## src/rtl/assert_macros.svh

```systemverilog
// Assertion helpers shared by the blur modules.
`ifndef ASSERT_MACROS_SVH
`define ASSERT_MACROS_SVH

// Property must hold at every clock edge outside reset.
`define VBB_ASSERT(lbl, prop, msg) \
  lbl: assert property (@(posedge clk_i) disable iff (!rst_ni) (prop)) else $error(msg);

// Expression must never be true outside reset.
`define VBB_NEVER(lbl, expr, msg) \
  lbl: assert property (@(posedge clk_i) disable iff (!rst_ni) !(expr)) else $error(msg);

`endif

```

## src/rtl/vbb_pkg.sv

```systemverilog
`default_nettype none
package vbb_pkg;

  localparam int COL_W   = 13;  // column counter, covers widths up to 8192
  localparam int COL_XW  = 14;  // column compares, one bit of headroom
  localparam int SLOT_W  = 7;   // ring slot, covers up to 128 rows
  localparam int SUM_W   = 13;  // 31 rows * 255
  localparam int RCP_W   = 25;
  localparam int PROD_W  = SUM_W + RCP_W;
  localparam int K_W     = 5;   // window tap counter, up to 30
  localparam int FRAC_W  = 24;
  localparam int QUEUE_DEPTH = 4;
  localparam int QPTR_W  = 2;

  // floor(2^24 / (2r+1)) for r = 0..15
  localparam logic [RCP_W-1:0] RECIP [16] = '{
    25'd16777216, 25'd5592405, 25'd3355443, 25'd2396745,
    25'd1864135,  25'd1525201, 25'd1290555, 25'd1118481,
    25'd986895,   25'd883011,  25'd798915,  25'd729444,
    25'd671088,   25'd621378,  25'd578524,  25'd541200
  };

  typedef enum logic [2:0] {
    REG_WIDTH     = 3'd0,
    REG_HEIGHT    = 3'd1,
    REG_RADIUS    = 3'd2,
    REG_COL_START = 3'd3,
    REG_COL_END   = 3'd4
  } cfg_reg_e;

  typedef struct packed {
    logic [11:0] image_width;
    logic [15:0] image_height;
    logic [3:0]  blur_radius;
    logic [10:0] col_start;
    logic [11:0] col_end;
  } cfg_t;

  // one classified pixel on its way to the back end
  typedef struct packed {
    logic [31:0]       pixel;
    logic [COL_W-1:0]  col;
    logic [15:0]       row;
    logic [SLOT_W-1:0] slot;
    logic [3:0]        rad;
    logic              emit;
    logic [15:0]       first;
    logic [15:0]       stop;
  } job_t;

  typedef enum logic [2:0] {
    ST_IDLE,
    ST_SUM,
    ST_DRAIN,
    ST_MUL,
    ST_EMIT
  } back_state_e;

endpackage
`default_nettype wire

```

## src/rtl/vbb_fifo.sv

```systemverilog
`default_nettype none
`include "assert_macros.svh"
module vbb_fifo import vbb_pkg::*; (
  input  wire logic clk_i,
  input  wire logic rst_ni,
  input  wire logic push_i,
  input  wire job_t data_i,
  output logic      full_o,
  input  wire logic pop_i,
  output job_t      data_o,
  output logic      empty_o
);

  job_t                q_q [QUEUE_DEPTH];
  logic [QPTR_W-1:0]   wr_q, rd_q;
  logic [QPTR_W:0]     cnt_q;

  assign full_o  = cnt_q == (QPTR_W+1)'(QUEUE_DEPTH);
  assign empty_o = cnt_q == '0;
  assign data_o  = q_q[rd_q];

  always_ff @(posedge clk_i) begin
    if (push_i) begin
      q_q[wr_q] <= data_i;
    end
  end

  always_ff @(posedge clk_i or negedge rst_ni) begin
    if (!rst_ni) begin
      wr_q  <= '0;
      rd_q  <= '0;
      cnt_q <= '0;
    end else begin
      if (push_i) begin
        wr_q <= wr_q + QPTR_W'(1);
      end
      if (pop_i) begin
        rd_q <= rd_q + QPTR_W'(1);
      end
      if (push_i && !pop_i) begin
        cnt_q <= cnt_q + (QPTR_W+1)'(1);
      end else if (pop_i && !push_i) begin
        cnt_q <= cnt_q - (QPTR_W+1)'(1);
      end
    end
  end

  `VBB_NEVER(a_no_push_full, push_i && full_o, "push into full queue")
  `VBB_NEVER(a_no_pop_empty, pop_i && empty_o, "pop from empty queue")
  `VBB_ASSERT(a_cnt_bound, cnt_q <= (QPTR_W+1)'(QUEUE_DEPTH), "queue count overflow")

endmodule
`default_nettype wire

```

## config.mk

```make
export PLATFORM = sky130hd
export DESIGN_NAME = vbb_fifo
export DESIGN_NICKNAME = d
export VERILOG_FILES = /design/src/rtl/vbb_pkg.sv /design/src/rtl/vbb_fifo.sv
export VERILOG_INCLUDE_DIRS = /design/src /design/src/rtl
export SDC_FILE = /design/constraint.sdc
export NUM_CORES = 1
export LEC_CHECK = 0
export BUFFER_PORTS_ARGS = -buffer_cell sky130_fd_sc_hd__buf_2
export CAP_MARGIN = 40
export CORE_MARGIN = 2
export CORE_UTILIZATION = 55
export DETAILED_ROUTE_END_ITERATION = 16
export PLACE_DENSITY_LB_ADDON = 0.3
export REMOVE_ABC_BUFFERS = 1
export SYNTH_ARGS = -nofsm -noshare
export SYNTH_HDL_FRONTEND = slang
export SYNTH_SLANG_ARGS = --single-unit
```

## constraint.sdc

```tcl
create_clock -name clk_i -period 5 [get_ports clk_i]
set_input_delay 0.75 -clock clk_i [delete_from_list [all_inputs] [get_ports clk_i]]
set_output_delay 0.75 -clock clk_i [all_outputs]
set_load 0.01 [all_outputs]
```

==> impl_metrics.py <==
metrics = {
    "synthesis": {
        "syn_area_sq_um": 15500,
        "syn_area_per_cell_sq_um": 26.6,
        "synth.area.top_cells": "edfxtp_1, mux4_2, dfrtp_1, buf_2, ha_1",
        "synthFlopType": "edfxtp_1",
        "synth_seq_cells": 427,
        "yosys.area.top_type": "edfxtp_1",
        "yosys_warnings": 0,
        "yosysMostFrequentCell": "edfxtp_1",
        "yosys.area.top_type_share_pct": 81.3,
        "ys_types": 20,
        "netlist_top_cells_count": "edfxtp_1, mux4_2, buf_2, dfrtp_1",
        "seq_area_frac_synth_pct": 82.4,
        "async_flop_share_pct": 1.64,
        "synthCells": 583,
        "synth_edf_count": 420,
    },
    "final_layout": {
        "area_delta_synth_final_pct": 17.9,
        "fill_cells": 1833,
        "multi_input_area_sq_um": 2570,
        "stdcell_count": 1237,
        "fin_nets": 946,
        "seqCellArea_sq_um": 12800,
        "drive_gt1_share_pct": 45.3,
    },
    "floorplan": {
        "core_region_area_sq_um": 27800,
        "fp.dieH_um": 172,
        "num_io_pins": 216,
        "fp.dieW_um": 172,
        "initial_core_util_pct": 55.9,
        "die_area_sq_um": 29600,
        "rows": 61,
    },
    "power_and_ir_drop": {
        "vdd_drop_max_mv": 0.399,
        "powerDensity_nw_per_um2": 583,
        "static-leakage-power_nw": 6.25,
        "power.total_mw": 10.7,
    },
    "route": {
        "drc": 0,
        "vias_per_cell": 5.57,
        "finalWirelength_um": 27200,
        "ant_nets": 0,
        "dr.pass1.iters": 5,
        "drt_iter0_markers": 542,
        "wire_per_inst_um": 22.0,
        "vias": 6889,
    },
    "grt": {
        "grt_pass1_vias": 7206,
        "grt_max_degree": 55,
        "grt-ovfl-total": 0,
        "grt_usage_pct": 18.6,
        "antenna_found_initial": 4,
        "grt_pass1_wl_um": 41000,
    },
    "timing": {
        "drv_slew": 0,
        "tns_ns": 0,
        "setup_violations": 0,
        "worst_slew_pin_slew_ns": 0.858,
        "min_period_ns": 3.49,
        "hold_violations": 0,
        "clock_skew_ns": 0.0102,
        "rsz0062_at_grt": "false",
        "slew_headroom_pct": 42.8,
        "min_period_over_period_pct": 69.8,
        "final.setup.worst_slack_ns": 1.51,
        "fmax_ghz": 0.287,
    },
    "worst_setup_path": {
        "slowest_stage": "dfrtp_4",
        "crit_path_end_kind": "output port",
        "required_ns": 4.25,
        "crit_path_max_incr_delay_ns": 0.81,
        "rr_endpoint": "q_q[0][94]$_DFFE_PP_",
        "crit_start": "rd_q[0]$_DFFE_PN0P_",
        "reg2reg_slack_ns": 2.73,
        "endpoint": "data_o[23]",
        "reg2regPathDepth": 4,
        "crit_type": "register to output port",
        "critical_path.max_fanout": 31,
        "startpoint_type": "register",
        "cp.arrival_ns": 2.74,
        "crit_chain": "buf_4 > mux4_2 > buf_2",
        "timing.rr.start": "wr_q[0]$_DFFE_PN0P_",
    },
    "placed_design": {
        "gp_congestion": 0.835,
        "hpwl_um": 16800,
        "placedCellCount": 1165,
        "dpl_worst_slack_ns": 1.95,
        "io_buffers": 215,
    },
    "clock_network": {
        "ctsResizeCount": 0,
        "clk_latency_ns": 0.52,
        "cts_hold_buf": 0,
        "clockBufferDepth": 3,
        "tritoncts": "yes",
        "cts_htree_levels": 2,
        "cts_made_buffers": 42,
        "path_clk_slew_ns": 0.06,
        "cts_setup_buffers": 0,
        "clock-sinks": 427,
        "clock-root-buffer": "clkbuf_16",
    },
    "job": {
        "drv_cap": 0,
    },
    "run_status": {
        "status": "completed",
    },
    "worst_hold_path": {
        "hold_class": "primary input to asynchronous set/reset pin",
    },
}
-- layer usage --
metal | GRT usage [%] | up-vias | share of wire, %
met5 | 0 | - | 0.15
met4 | 4.97 | 6 | 1.5
met3 | 5.31 | 44 | 7.8
met2 | 31.3 | 248 | 51
met1 | 24.1 | 3571 | 39
li1 | - | 3020 | -
-- critical path, delay by kind of cell (launching register included) --
family | cells | cell delay [ns]
flops | 1 | 0.81
buf+inv | 2 | 0.76
mux | 1 | 0.59
-- power by group --
part	switching [mW]	internal, mW	total [mW]
registers	0.242	4.69	4.93
clock network	1.19	1.62	2.81
logic	1.55	1.38	2.93
total	2.97	7.70	10.7
-- cells by family (layout without fill, tap and decap cells) --
kind of cell    count (synthesis)  count (layout)  share of synthesized area [%]
flops                         427             427                           82.4
buf+inv                        28             303                           1.07
fa+ha+maj                       6               6                          0.532
other cells                     0               1                              0
simple gates                    9               9                          0.314
compound gates                  1               1                         0.0322
mux                           106             106                           15.3
xor+xnor                        6               6                          0.339
-- worst min path at each step --
stage          depth (start not counted)  slack, ns            startpoint                    to
2_1_floorplan                          0       0.45                rst_ni  cnt_q[0]$_DFFE_PN0P_
3_3_place_gp                           1       0.47  cnt_q[2]$_DFFE_PN0P_  cnt_q[2]$_DFFE_PN0P_
3_5_place_dp                           1       0.49  cnt_q[2]$_DFFE_PN0P_  cnt_q[2]$_DFFE_PN0P_
4_1_cts                                1       0.03                rst_ni  cnt_q[0]$_DFFE_PN0P_
5_1_grt                                1       0.04                rst_ni   rd_q[1]$_DFFE_PN0P_
6_report                               1       0.05                rst_ni  cnt_q[0]$_DFFE_PN0P_
-- sequential cells by signal, summed over array words and instances, names as in the netlist --
| register | cells |
|---|---|
| q_q | 420 |
| cnt_q | 3 |
| wr_q | 2 |
| rd_q | 2 |
-- layout by cell type (no fill, tap or decap), types with 4 or more instances in the layout --
cell type / instances
buf_2: 215
xor2_1: 4
edfxtp_1: 420
buf_4: 11
dfrtp_1: 5
clkbuf_16: 43
ha_1: 5
inv_1: 4
clkinv_1: 9
mux4_2: 105
clkbuf_1: 13
and2_4: 4
-- layout make-up --
cell class,count,share of cell area [%]
flip-flops and latches,427,70.0
diodes,1,0.0137
inverters,4,0.0821
repair buffers,228,6.59
well taps,378,2.59
multi-input cells,128,14.1
clock inverters,15,0.540
clock buffers,56,6.15
-- metrics by stage --
step,utilization [%],cell area [sq um],hold slack (ns)
floorplan,-,15400,0.454
global placement,61.3,17000,0.471
detailed placement,61.4,17100,0.492
CTS,65.8,18300,0.0321
global route,65.8,18300,0.0370
finish,65.8,18300,0.0522
No activity file was read; power rests on OpenSTA's default activity.
